===== src/sv/cfd_pkg.sv =====
// ----------------------------------------------------------------------------
// cfd_pkg: shared types and constants of the framed byte deframer
// Holds the queue item format, parser states, status codes, register
// indexes, the probe text and the crc-16/modbus byte update.
// ----------------------------------------------------------------------------
package cfd_pkg;

  localparam int unsigned CfgIdxW   = 2;
  localparam int unsigned CfgDataW  = 16;
  localparam int unsigned QueueDepth = 2;
  localparam int unsigned ProbeLen  = 21;

  // register indexes
  localparam logic [CfgIdxW-1:0] CFG_HEADER = 2'd0;
  localparam logic [CfgIdxW-1:0] CFG_TAIL   = 2'd1;
  localparam logic [CfgIdxW-1:0] CFG_MAXLEN = 2'd2;

  // register reset values
  localparam logic [15:0] HEADER_RESET = 16'hA506;
  localparam logic [15:0] TAIL_RESET   = 16'hB607;
  localparam logic [15:0] MAXLEN_RESET = 16'hFFFF;

  localparam logic [15:0] CRC_INIT = 16'hFFFF;
  localparam logic [15:0] CRC_POLY = 16'hA001;

  // verdict codes
  localparam logic [1:0] ST_OPEN   = 2'd0;
  localparam logic [1:0] ST_ACCEPT = 2'd1;
  localparam logic [1:0] ST_REJECT = 2'd2;
  localparam logic [1:0] ST_PROBE  = 2'd3;

  // byte plus the front's header and tail compares
  typedef struct packed {
    logic [7:0] data;
    logic       hdr_hi;
    logic       hdr_lo;
    logic       tail_hi;
    logic       tail_lo;
  } cfd_item_t;

  typedef enum logic [3:0] {
    PH_HDR0,
    PH_HDR1,
    PH_LEN_HI,
    PH_LEN_LO,
    PH_PAYLOAD,
    PH_CRC_HI,
    PH_CRC_LO,
    PH_TAIL0,
    PH_TAIL1
  } cfd_phase_t;

  // probe text, indexed by payload offset
  function automatic logic [7:0] probe_char(input logic [4:0] idx);
    logic [7:0] c;
    case (idx)
      5'd0:    c = 8'h5B; // [
      5'd1:    c = 8'h41; // A
      5'd2:    c = 8'h72; // r
      5'd3:    c = 8'h65; // e
      5'd4:    c = 8'h20;
      5'd5:    c = 8'h79; // y
      5'd6:    c = 8'h6F; // o
      5'd7:    c = 8'h75; // u
      5'd8:    c = 8'h20;
      5'd9:    c = 8'h61; // a
      5'd10:   c = 8'h6E; // n
      5'd11:   c = 8'h20;
      5'd12:   c = 8'h65; // e
      5'd13:   c = 8'h6D; // m
      5'd14:   c = 8'h75; // u
      5'd15:   c = 8'h61; // a
      5'd16:   c = 8'h72; // r
      5'd17:   c = 8'h74; // t
      5'd18:   c = 8'h3F; // ?
      5'd19:   c = 8'h3F; // ?
      5'd20:   c = 8'h5D; // ]
      default: c = 8'h00;
    endcase
    return c;
  endfunction

  // crc-16/modbus, one byte, reflected, eight shift steps
  function automatic logic [15:0] crc_byte(input logic [15:0] crc, input logic [7:0] b);
    logic [15:0] c;
    c = crc ^ {8'h00, b};
    for (int k = 0; k < 8; k++) begin
      if (c[0]) begin
        c = (c >> 1) ^ CRC_POLY;
      end else begin
        c = c >> 1;
      end
    end
    return c;
  endfunction

endpackage


===== src/sv/cfd_in_if.sv =====
// ----------------------------------------------------------------------------
// cfd_in_if: received byte channel
// Valid/ready channel carrying one serial byte per request.
// ----------------------------------------------------------------------------
interface cfd_in_if;
  logic       valid;
  logic       ready;
  logic [7:0] rx_byte;

  modport source (output valid, output rx_byte, input ready);
  modport sink (input valid, input rx_byte, output ready);
endinterface


===== src/sv/cfd_out_if.sv =====
// ----------------------------------------------------------------------------
// cfd_out_if: deframer result channel
// Valid/ready channel carrying one result per received byte.
// ----------------------------------------------------------------------------
interface cfd_out_if;
  logic        valid;
  logic        ready;
  logic        payload_valid;
  logic [7:0]  payload_byte;
  logic [1:0]  frame_status;
  logic [15:0] frame_length;

  modport source (
    output valid, output payload_valid, output payload_byte,
    output frame_status, output frame_length, input ready
  );
  modport sink (
    input valid, input payload_valid, input payload_byte,
    input frame_status, input frame_length, output ready
  );
endinterface


===== src/sv/crc_framed_byte_deframer.sv =====
// A byte accepted on rx is stored in the queue, then taken by the parser, and its result is registered.
// Throughput: one byte per cycle while res.ready stays high; the combinational
// crc byte update and the two-entry queue keep that rate without an rx stall.
// Reset: synchronous rst restores the header, tail and length registers to
// their defaults, empties the queue and returns the parser to idle; rx ready
// stays low while rst is high and no clearing pass is needed.
// ----------------------------------------------------------------------------
// crc_framed_byte_deframer: length-prefixed frame receiver
// Parses header, big-endian length, payload, crc-16/modbus and tail; forwards
// payload bytes and gives a verdict on the last tail byte or on a bad length.
// ----------------------------------------------------------------------------
module crc_framed_byte_deframer
  import cfd_pkg::*;
(
  input  logic                clk,
  input  logic                rst,
  input  logic                cfg_we,
  input  logic [CfgIdxW-1:0]  cfg_index,
  input  logic [CfgDataW-1:0] cfg_wdata,
  cfd_in_if.sink              rx,
  cfd_out_if.source           res
);

  cfd_item_t   cls_item;
  cfd_item_t   head_item;
  logic [15:0] max_payload;
  logic        q_full;
  logic        q_not_empty;
  logic        q_pop;

  // front: registers and classification
  cfd_front u_front (
    .clk         (clk),
    .rst         (rst),
    .cfg_we      (cfg_we),
    .cfg_index   (cfg_index),
    .cfg_wdata   (cfg_wdata),
    .byte_in     (rx.rx_byte),
    .item        (cls_item),
    .max_payload (max_payload)
  );

  assign rx.ready = !q_full && !rst;

  // queue between front and parser
  cfd_queue u_queue (
    .clk       (clk),
    .rst       (rst),
    .push      (rx.valid),
    .push_item (cls_item),
    .full      (q_full),
    .pop       (q_pop),
    .not_empty (q_not_empty),
    .head      (head_item)
  );

  // back: parser and result register
  cfd_back u_back (
    .clk         (clk),
    .rst         (rst),
    .item_avail  (q_not_empty),
    .item        (head_item),
    .max_payload (max_payload),
    .item_take   (q_pop),
    .res         (res)
  );

endmodule


===== src/sv/cfd_front.sv =====
// ----------------------------------------------------------------------------
// cfd_front: register file and byte classifier
// Holds the configuration registers and tags each incoming byte with its
// header and tail compares before it enters the queue.
// ----------------------------------------------------------------------------
module cfd_front
  import cfd_pkg::*;
(
  input  logic                clk,
  input  logic                rst,
  input  logic                cfg_we,
  input  logic [CfgIdxW-1:0]  cfg_index,
  input  logic [CfgDataW-1:0] cfg_wdata,
  input  logic [7:0]          byte_in,
  output cfd_item_t           item,
  output logic [15:0]         max_payload
);

  logic [15:0] header_word;
  logic [15:0] tail_word;

  // configuration registers
  always_ff @(posedge clk) begin
    if (rst) begin
      header_word <= HEADER_RESET;
      tail_word   <= TAIL_RESET;
      max_payload <= MAXLEN_RESET;
    end else if (cfg_we) begin
      case (cfg_index)
        CFG_HEADER: header_word <= cfg_wdata;
        CFG_TAIL:   tail_word   <= cfg_wdata;
        CFG_MAXLEN: max_payload <= cfg_wdata;
        default:    ;
      endcase
    end
  end

  // classify the byte
  always_comb begin
    item.data    = byte_in;
    item.hdr_hi  = (byte_in == header_word[15:8]);
    item.hdr_lo  = (byte_in == header_word[7:0]);
    item.tail_hi = (byte_in == tail_word[15:8]);
    item.tail_lo = (byte_in == tail_word[7:0]);
  end

endmodule


===== src/sv/cfd_queue.sv =====
// ----------------------------------------------------------------------------
// cfd_queue: short queue between classifier and parser
// Small register queue so that the input side and the parser stall apart.
// ----------------------------------------------------------------------------
module cfd_queue
  import cfd_pkg::*;
(
  input  logic      clk,
  input  logic      rst,
  input  logic      push,
  input  cfd_item_t push_item,
  output logic      full,
  input  logic      pop,
  output logic      not_empty,
  output cfd_item_t head
);

  localparam int unsigned PtrW = (QueueDepth > 1) ? $clog2(QueueDepth) : 1;
  localparam int unsigned CntW = $clog2(QueueDepth + 1);

  cfd_item_t         slots [QueueDepth];
  logic [PtrW-1:0]   wr_ptr;
  logic [PtrW-1:0]   rd_ptr;
  logic [CntW-1:0]   count;
  logic              do_push;
  logic              do_pop;

  assign full      = (count == CntW'(QueueDepth));
  assign not_empty = (count != '0);
  assign do_push   = push && !full;
  assign do_pop    = pop && not_empty;
  assign head      = slots[rd_ptr];

  // pointers and fill level
  always_ff @(posedge clk) begin
    if (rst) begin
      wr_ptr <= '0;
      rd_ptr <= '0;
      count  <= '0;
    end else begin
      if (do_push) begin
        wr_ptr <= (wr_ptr == PtrW'(QueueDepth - 1)) ? '0 : wr_ptr + 1'b1;
      end
      if (do_pop) begin
        rd_ptr <= (rd_ptr == PtrW'(QueueDepth - 1)) ? '0 : rd_ptr + 1'b1;
      end
      if (do_push && !do_pop) begin
        count <= count + 1'b1;
      end else if (do_pop && !do_push) begin
        count <= count - 1'b1;
      end
    end
  end

  // storage
  always_ff @(posedge clk) begin
    if (do_push) begin
      slots[wr_ptr] <= push_item;
    end
  end

endmodule


===== src/sv/cfd_back.sv =====
// ----------------------------------------------------------------------------
// cfd_back: frame parser and result register
// Walks the frame layout one byte per cycle when not stalled, keeps the crc and
// probe match, and registers one result per byte for the output channel.
// ----------------------------------------------------------------------------
module cfd_back
  import cfd_pkg::*;
(
  input  logic        clk,
  input  logic        rst,
  input  logic        item_avail,
  input  cfd_item_t   item,
  input  logic [15:0] max_payload,
  output logic        item_take,
  cfd_out_if.source   res
);

  cfd_phase_t  phase, phase_next;
  logic [15:0] len, len_next;
  logic [15:0] off, off_next;
  logic [15:0] crc, crc_next;
  logic        err, err_next;
  logic        probe, probe_next;

  logic        r_pvalid;
  logic [7:0]  r_pbyte;
  logic [1:0]  r_status;
  logic [15:0] r_flen;
  logic [15:0] full_len;
  logic        bad_tail;
  logic        out_valid;

  // take a byte whenever the result register is free or draining
  assign item_take = item_avail && (!out_valid || res.ready);
  assign full_len  = {len[15:8], item.data};
  assign bad_tail  = err || !item.tail_lo;

  // parser state register
  always_ff @(posedge clk) begin
    if (rst) begin
      phase <= PH_HDR0;
      len   <= '0;
      off   <= '0;
      crc   <= CRC_INIT;
      err   <= 1'b0;
      probe <= 1'b1;
    end else if (item_take) begin
      phase <= phase_next;
      len   <= len_next;
      off   <= off_next;
      crc   <= crc_next;
      err   <= err_next;
      probe <= probe_next;
    end
  end

  // next state and result
  always_comb begin
    phase_next = phase;
    len_next   = len;
    off_next   = off;
    crc_next   = crc;
    err_next   = err;
    probe_next = probe;
    r_pvalid   = 1'b0;
    r_pbyte    = 8'h00;
    r_status   = ST_OPEN;
    r_flen     = 16'h0000;
    case (phase)
      PH_HDR0: begin
        if (item.hdr_hi) begin
          phase_next = PH_HDR1;
        end
      end
      PH_HDR1: begin
        phase_next = item.hdr_lo ? PH_LEN_HI : PH_HDR0;
      end
      PH_LEN_HI: begin
        len_next   = {item.data, 8'h00};
        phase_next = PH_LEN_LO;
      end
      PH_LEN_LO: begin
        if (full_len == 16'h0000 || full_len > max_payload) begin
          r_status   = ST_REJECT;
          r_flen     = full_len;
          phase_next = PH_HDR0;
          len_next   = '0;
        end else begin
          len_next   = full_len;
          off_next   = '0;
          phase_next = PH_PAYLOAD;
        end
      end
      PH_PAYLOAD: begin
        r_pvalid = 1'b1;
        r_pbyte  = item.data;
        crc_next = crc_byte(crc, item.data);
        if (len != 16'(ProbeLen) || item.data != probe_char(off[4:0])) begin
          probe_next = 1'b0;
        end
        off_next = off + 16'd1;
        if (off == len - 16'd1) begin
          phase_next = PH_CRC_HI;
        end
      end
      PH_CRC_HI: begin
        if (item.data != crc[15:8]) begin
          err_next = 1'b1;
        end
        phase_next = PH_CRC_LO;
      end
      PH_CRC_LO: begin
        if (item.data != crc[7:0]) begin
          err_next = 1'b1;
        end
        phase_next = PH_TAIL0;
      end
      PH_TAIL0: begin
        if (!item.tail_hi) begin
          err_next = 1'b1;
        end
        phase_next = PH_TAIL1;
      end
      PH_TAIL1: begin
        if (bad_tail) begin
          r_status = ST_REJECT;
        end else if (len == 16'(ProbeLen) && probe) begin
          r_status = ST_PROBE;
        end else begin
          r_status = ST_ACCEPT;
        end
        r_flen     = len;
        phase_next = PH_HDR0;
        len_next   = '0;
        off_next   = '0;
        crc_next   = CRC_INIT;
        err_next   = 1'b0;
        probe_next = 1'b1;
      end
      default: begin
        phase_next = PH_HDR0;
      end
    endcase
  end

  // result register
  always_ff @(posedge clk) begin
    if (rst) begin
      out_valid <= 1'b0;
    end else if (item_take) begin
      out_valid <= 1'b1;
    end else if (res.ready) begin
      out_valid <= 1'b0;
    end
  end

  always_ff @(posedge clk) begin
    if (item_take) begin
      res.payload_valid <= r_pvalid;
      res.payload_byte  <= r_pbyte;
      res.frame_status  <= r_status;
      res.frame_length  <= r_flen;
    end
  end

  assign res.valid = out_valid;

endmodule

===== src/flat_wrapper.sv =====
// flat-port wrapper written by rule: the top's interface ports become plain ports
module crc_framed_byte_deframer_flat import cfd_pkg::*;
  (clk, rst, cfg_we, cfg_index, cfg_wdata, rx_valid, rx_rx_byte, rx_ready, res_valid, res_payload_valid, res_payload_byte, res_frame_status, res_frame_length, res_ready);
  cfd_in_if rx_i ();
  cfd_out_if res_i ();
  input  logic clk;
  input  logic rst;
  input  logic cfg_we;
  input  logic [CfgIdxW-1:0] cfg_index;
  input  logic [CfgDataW-1:0] cfg_wdata;
  input wire logic [$bits(rx_i.valid)-1:0] rx_valid;
  input wire logic [$bits(rx_i.rx_byte)-1:0] rx_rx_byte;
  output wire logic [$bits(rx_i.ready)-1:0] rx_ready;
  output wire logic [$bits(res_i.valid)-1:0] res_valid;
  output wire logic [$bits(res_i.payload_valid)-1:0] res_payload_valid;
  output wire logic [$bits(res_i.payload_byte)-1:0] res_payload_byte;
  output wire logic [$bits(res_i.frame_status)-1:0] res_frame_status;
  output wire logic [$bits(res_i.frame_length)-1:0] res_frame_length;
  input wire logic [$bits(res_i.ready)-1:0] res_ready;
  assign rx_i.valid = rx_valid;
  assign rx_i.rx_byte = rx_rx_byte;
  assign rx_ready = rx_i.ready;
  assign res_valid = res_i.valid;
  assign res_payload_valid = res_i.payload_valid;
  assign res_payload_byte = res_i.payload_byte;
  assign res_frame_status = res_i.frame_status;
  assign res_frame_length = res_i.frame_length;
  assign res_i.ready = res_ready;
  crc_framed_byte_deframer u_core (.clk(clk), .rst(rst), .cfg_we(cfg_we), .cfg_index(cfg_index), .cfg_wdata(cfg_wdata), .rx(rx_i), .res(res_i));
endmodule

===== config.mk =====
export PLATFORM = sky130hd
export DESIGN_NAME = crc_framed_byte_deframer_flat
export DESIGN_NICKNAME = d
export VERILOG_FILES = /design/src/sv/cfd_pkg.sv /design/src/sv/cfd_in_if.sv /design/src/sv/cfd_out_if.sv /design/src/sv/crc_framed_byte_deframer.sv /design/src/sv/cfd_front.sv /design/src/sv/cfd_queue.sv /design/src/sv/cfd_back.sv /design/src/flat_wrapper.sv
export SDC_FILE = /design/constraint.sdc
export NUM_CORES = 1
export LEC_CHECK = 0
export BUFFER_PORTS_ARGS = -buffer_cell sky130_fd_sc_hd__buf_2
export CAP_MARGIN = 40
export CELL_PAD_IN_SITES_DETAIL_PLACEMENT = 0
export CELL_PAD_IN_SITES_GLOBAL_PLACEMENT = 2
export CORE_MARGIN = 4
export CORE_UTILIZATION = 40
export CTS_BUF_LIST = sky130_fd_sc_hd__clkbuf_4 sky130_fd_sc_hd__clkbuf_8
export CTS_CLUSTER_DIAMETER = 120
export CTS_CLUSTER_SIZE = 25
export DETAILED_ROUTE_END_ITERATION = 8
export GPL_TIMING_DRIVEN = 0
export PLACE_DENSITY_LB_ADDON = 0.1
export SYNTH_ARGS = -nofsm -noshare
export SYNTH_HDL_FRONTEND = slang
export SYNTH_SLANG_ARGS = --single-unit

===== constraint.sdc =====
create_clock -name clk -period 4.36 [get_ports clk]
set_input_delay 0 -clock clk [delete_from_list [all_inputs] [get_ports clk]]
set_output_delay 0 -clock clk [all_outputs]
set_load 0.005 [all_outputs]

==> impl_metrics.yaml <==
yosys:
  share_of_the_yosys_chip_area_belonging_to_registers: 0.452
  post_synth_num_cell_types: 83
  post_synth_instance_area_um2: 8480
  synthesis.area_per_instance_um2: 9.17
  yosys_warnings: 0
  netlist_instances: 924
  synthArstFlopShare: 0
  synth_edf_count: 51
  synthFlopType: "sky130_fd_sc_hd__dfxtp_1"
  synth_nets: 981
  flop_and_latch_count_out_of_synthesis: 166
cells_and_area:
  multi_input_comb_area_um2: 4330
  n_fill_cell: 2050
  design.final.nets: 1103
  mostFrequentLayoutCell: "sky130_fd_sc_hd__dfxtp_1"
  final_layout_size_suffix_gt1_frac: 0.143
  regArea_um2: 3830
  utilization: 0.489
  top_library_cells_by_usage_in_the_layout_fill_and_taps_aside: "sky130_fd_sc_hd__dfxtp_1, sky130_fd_sc_hd__nand2_1, sky130_fd_sc_hd__nor2_1, sky130_fd_sc_hd__xnor2_1, sky130_fd_sc_hd__buf_2"
  insertedDiodeCount: 0
  areaGrowthSynthToFinish_pct: 18.6
pwr:
  power_leakage_nw: 3.91
  power_per_cell_area_nw_per_um2: 441
  max-vdd-ir-drop_v: 0.000236
hold_path:
  hold_class: "input port to flip-flop"
  hold_path_end: "u_core.u_front.tail_word[3]$_SDFFE_PP0P_"
  timing.hold.worst_path_depth: 4
  timing.hold.worst.start: "cfg_we"
cts:
  cts_tree: "yes"
  cts-root-buf: "sky130_fd_sc_hd__clkbuf_8"
  max-clock-path-buffers: 2
  insertion_delay_ps: 460
  cts_htree_levels: 4
  tritoncts_num_sinks: 166
  cts.reportedPaths.clkPinSlew_ps: 100
  cts_buffers: 17
timing:
  slew_violations: 0
  actual_slew_at_the_worst_max_slew_pin_ps: 820
  clock_period_minus_final_worst_setup_slack_ps: 4100
  slew_headroom: 0.442
  report.final.hold_viol_count: 0
  post-route-worst-setup-slack_ps: 261
  skew_ps: 22.3
  post-route-period-util: 0.940
  number_of_endpoints_failing_setup_at_the_final_stage: 0
  rsz0062_at_grt: "false"
  achievable-frequency_ghz: 0.244
route:
  wl_per_cell_um: 18.1
  detailroute.via_count: 6882
  ant_nets: 0
  drc_errors: 0
  highest_metal_layer_with_signal_wires: "met4"
  met2_wirelength_um: 10700
  wl_met3_um: 896
  drt_wl_total_um: 24100
  first_pass_iters: 5
  avgViaCountPerCell: 5.18
  detail_route.iter0.violations: 411
  wl_met1_um: 12200
critical_path:
  cp_slowest_cell: "sky130_fd_sc_hd__a211o_1"
  timing.critical_path.from_type: "flip-flop"
  critical-path-top-delay-family: "buffers and inverters"
  reg2reg_slack_ps: 260
  crit_fanout: 10
  crit_arrival_ps: 4430
  worstSetupPathType: "flip-flop to flip-flop"
  cp.buffers_inverters: 6
  cp_slowest_stage_delay_ps: 410
  timing.critical_path.to_type: "flip-flop"
  list_of_cells_traversed_by_the_critical_path: "buf_6 > buf_8 > mux2i_4 > buf_4 > inv_1 > ha_1 > a21oi_1 > o21ai_0 > a211o_1 > a21oi_2 > buf_2 > o31ai_4 > buf_4 > ha_1 > nor2_1 > nor4_1 > or3_1"
  r2r.worst_path.cells: 17
  worst_ep_required_time_ps: 4700
run:
  maxCapViolations: 0
grt:
  grt_overflow: 0
  grt_pass1_wl_um: 37900
  antenna_found_initial: 0
  track_usage: 0.204
  maximum_number_of_pins_on_one_net_before_global_route_repair: 18
  vias_in_the_first_global_route: 6559
place:
  io_buffers: 59
  placement.setup.worst_slack_ps: -390
  post-dp-hpwl_um: 17900
  place_congestion: 0.823
floorplanning:
  ios: 60
  initial_core_util: 0.412
  design.core.area_um2: 20600
  dieArea_um2: 23600
  rows: 52
  die-width_um: 154
  dieHeight_um: 154
status:
  outcome: "finished, final reports clean"
## layer usage
layer,GRT usage,up-vias
met4,0.0437,0
met3,0.0363,20
met1,0.307,3244
met5,0,-
met2,0.306,138
li1,-,3480
## sequential cells by signal, indices dropped and copies added (netlist names), 4 cells and up, named ones only
name / count
u_core.u_queue.slots: 24
u_core.u_back.crc: 16
u_core.u_back.len: 16
u_core.u_back.off: 16
u_core.u_back.res.frame_length: 16
u_core.u_front.header_word: 16
u_core.u_front.max_payload: 16
u_core.u_front.tail_word: 16
u_core.u_back.res.payload_byte: 8
u_core.u_back.phase: 4
## where the power goes
group          internal, mW  total [mW]  switching, mW
Combinational         0.566        1.32          0.757
Clock                 0.593        1.22          0.631
Sequential             1.80        1.89         0.0822
## cells by family (layout without fill, tap and decap cells)
logic type	after synthesis	in the layout	share of synthesized area
xor+xnor	102	102	0.105
fa+ha+maj	26	26	0.0384
flops	166	166	0.452
buf+inv	89	224	0.0443
simple gates	350	350	0.198
compound gates	174	174	0.137
mux	17	17	0.0245
## cells in the mapped netlist (all sizes together), types with 3 or more instances
| library cell | n | share of area |
|---|---|---|
| nor2b | 4 | 0.0030 |
| and3 | 7 | 0.0052 |
| xor2 | 33 | 0.034 |
| nor3b | 3 | 0.0027 |
| nand2b | 6 | 0.0044 |
| or4 | 3 | 0.0027 |
| ha | 26 | 0.038 |
| nor4 | 6 | 0.0062 |
| nand4 | 22 | 0.017 |
| dfxtp | 115 | 0.27 |
| buf | 12 | 0.0096 |
| and2 | 9 | 0.0066 |
| o211ai | 3 | 0.0027 |
| a21oi | 51 | 0.032 |
| nand3 | 27 | 0.017 |
| a211o | 17 | 0.018 |
| o22ai | 7 | 0.0059 |
| a21o | 5 | 0.0044 |
| nor2 | 100 | 0.045 |
| xnor2 | 69 | 0.071 |
| or2 | 6 | 0.0044 |
| a31oi | 3 | 0.0022 |
| a211oi | 15 | 0.013 |
| nor3 | 25 | 0.017 |
| edfxtp | 51 | 0.18 |
| clkbuf | 37 | 0.016 |
| inv | 38 | 0.017 |
| o31ai | 3 | 0.0043 |
| o21ai | 45 | 0.027 |
| or3 | 10 | 0.0074 |
| and3b | 3 | 0.0031 |
| mux2i | 16 | 0.023 |
| nand2 | 113 | 0.050 |
## per-stage QoR
step	hold slack, ps	TNS (ps)	instances	instance area (um2)	total power [mW]
after floorplan	98.9	0	924	8480	2.68
after global placement	213	-6470	1253	9110	3.08
after detailed placement	223	-1180	1263	9210	3.16
after CTS	103	0	1325	9980	4.42
after global routing	137	0	1329	10000	4.67
final	126	0	1329	10000	4.43
## worst max-delay path by stage
stage | from | to | slack [ps] | depth (start not counted)
2_1_floorplan | flip-flop | flip-flop | 470 | 17
3_5_place_dp | flip-flop | flip-flop | -390 | 18
3_3_place_gp | flip-flop | flip-flop | -670 | 17
4_1_cts | flip-flop | flip-flop | 40 | 17
5_1_grt | flip-flop | flip-flop | 10 | 18
6_report | flip-flop | flip-flop | 260 | 17
## tightest hold or removal path, stage by stage
cell                       delay (ps)
sky130_fd_sc_hd__buf_2            110
sky130_fd_sc_hd__nand3b_1         240
sky130_fd_sc_hd__nand2_1          140
sky130_fd_sc_hd__a21oi_1           50
## timing repair
item                       in CTS  in global routing
gates resized for setup         6                  7
setup buffers                   2                  5
pin swaps                       1                  1
hold buffers                   28                  0
gates cloned                    0                  0
hold endpoints to repair       66                  0
setup endpoints to repair       6                 12
## layout make-up
cell class,count,area share
Buffer,48,0.0223
Clock buffer,18,0.0240
Clock inverter,14,0.0189
Inverter,40,0.0154
Multi-Input combinational cell,669,0.430
Sequential cell,166,0.381
Tap cell,270,0.0336
Timing Repair Buffer,104,0.0738
No activity file was read; power rests on OpenSTA's default activity.
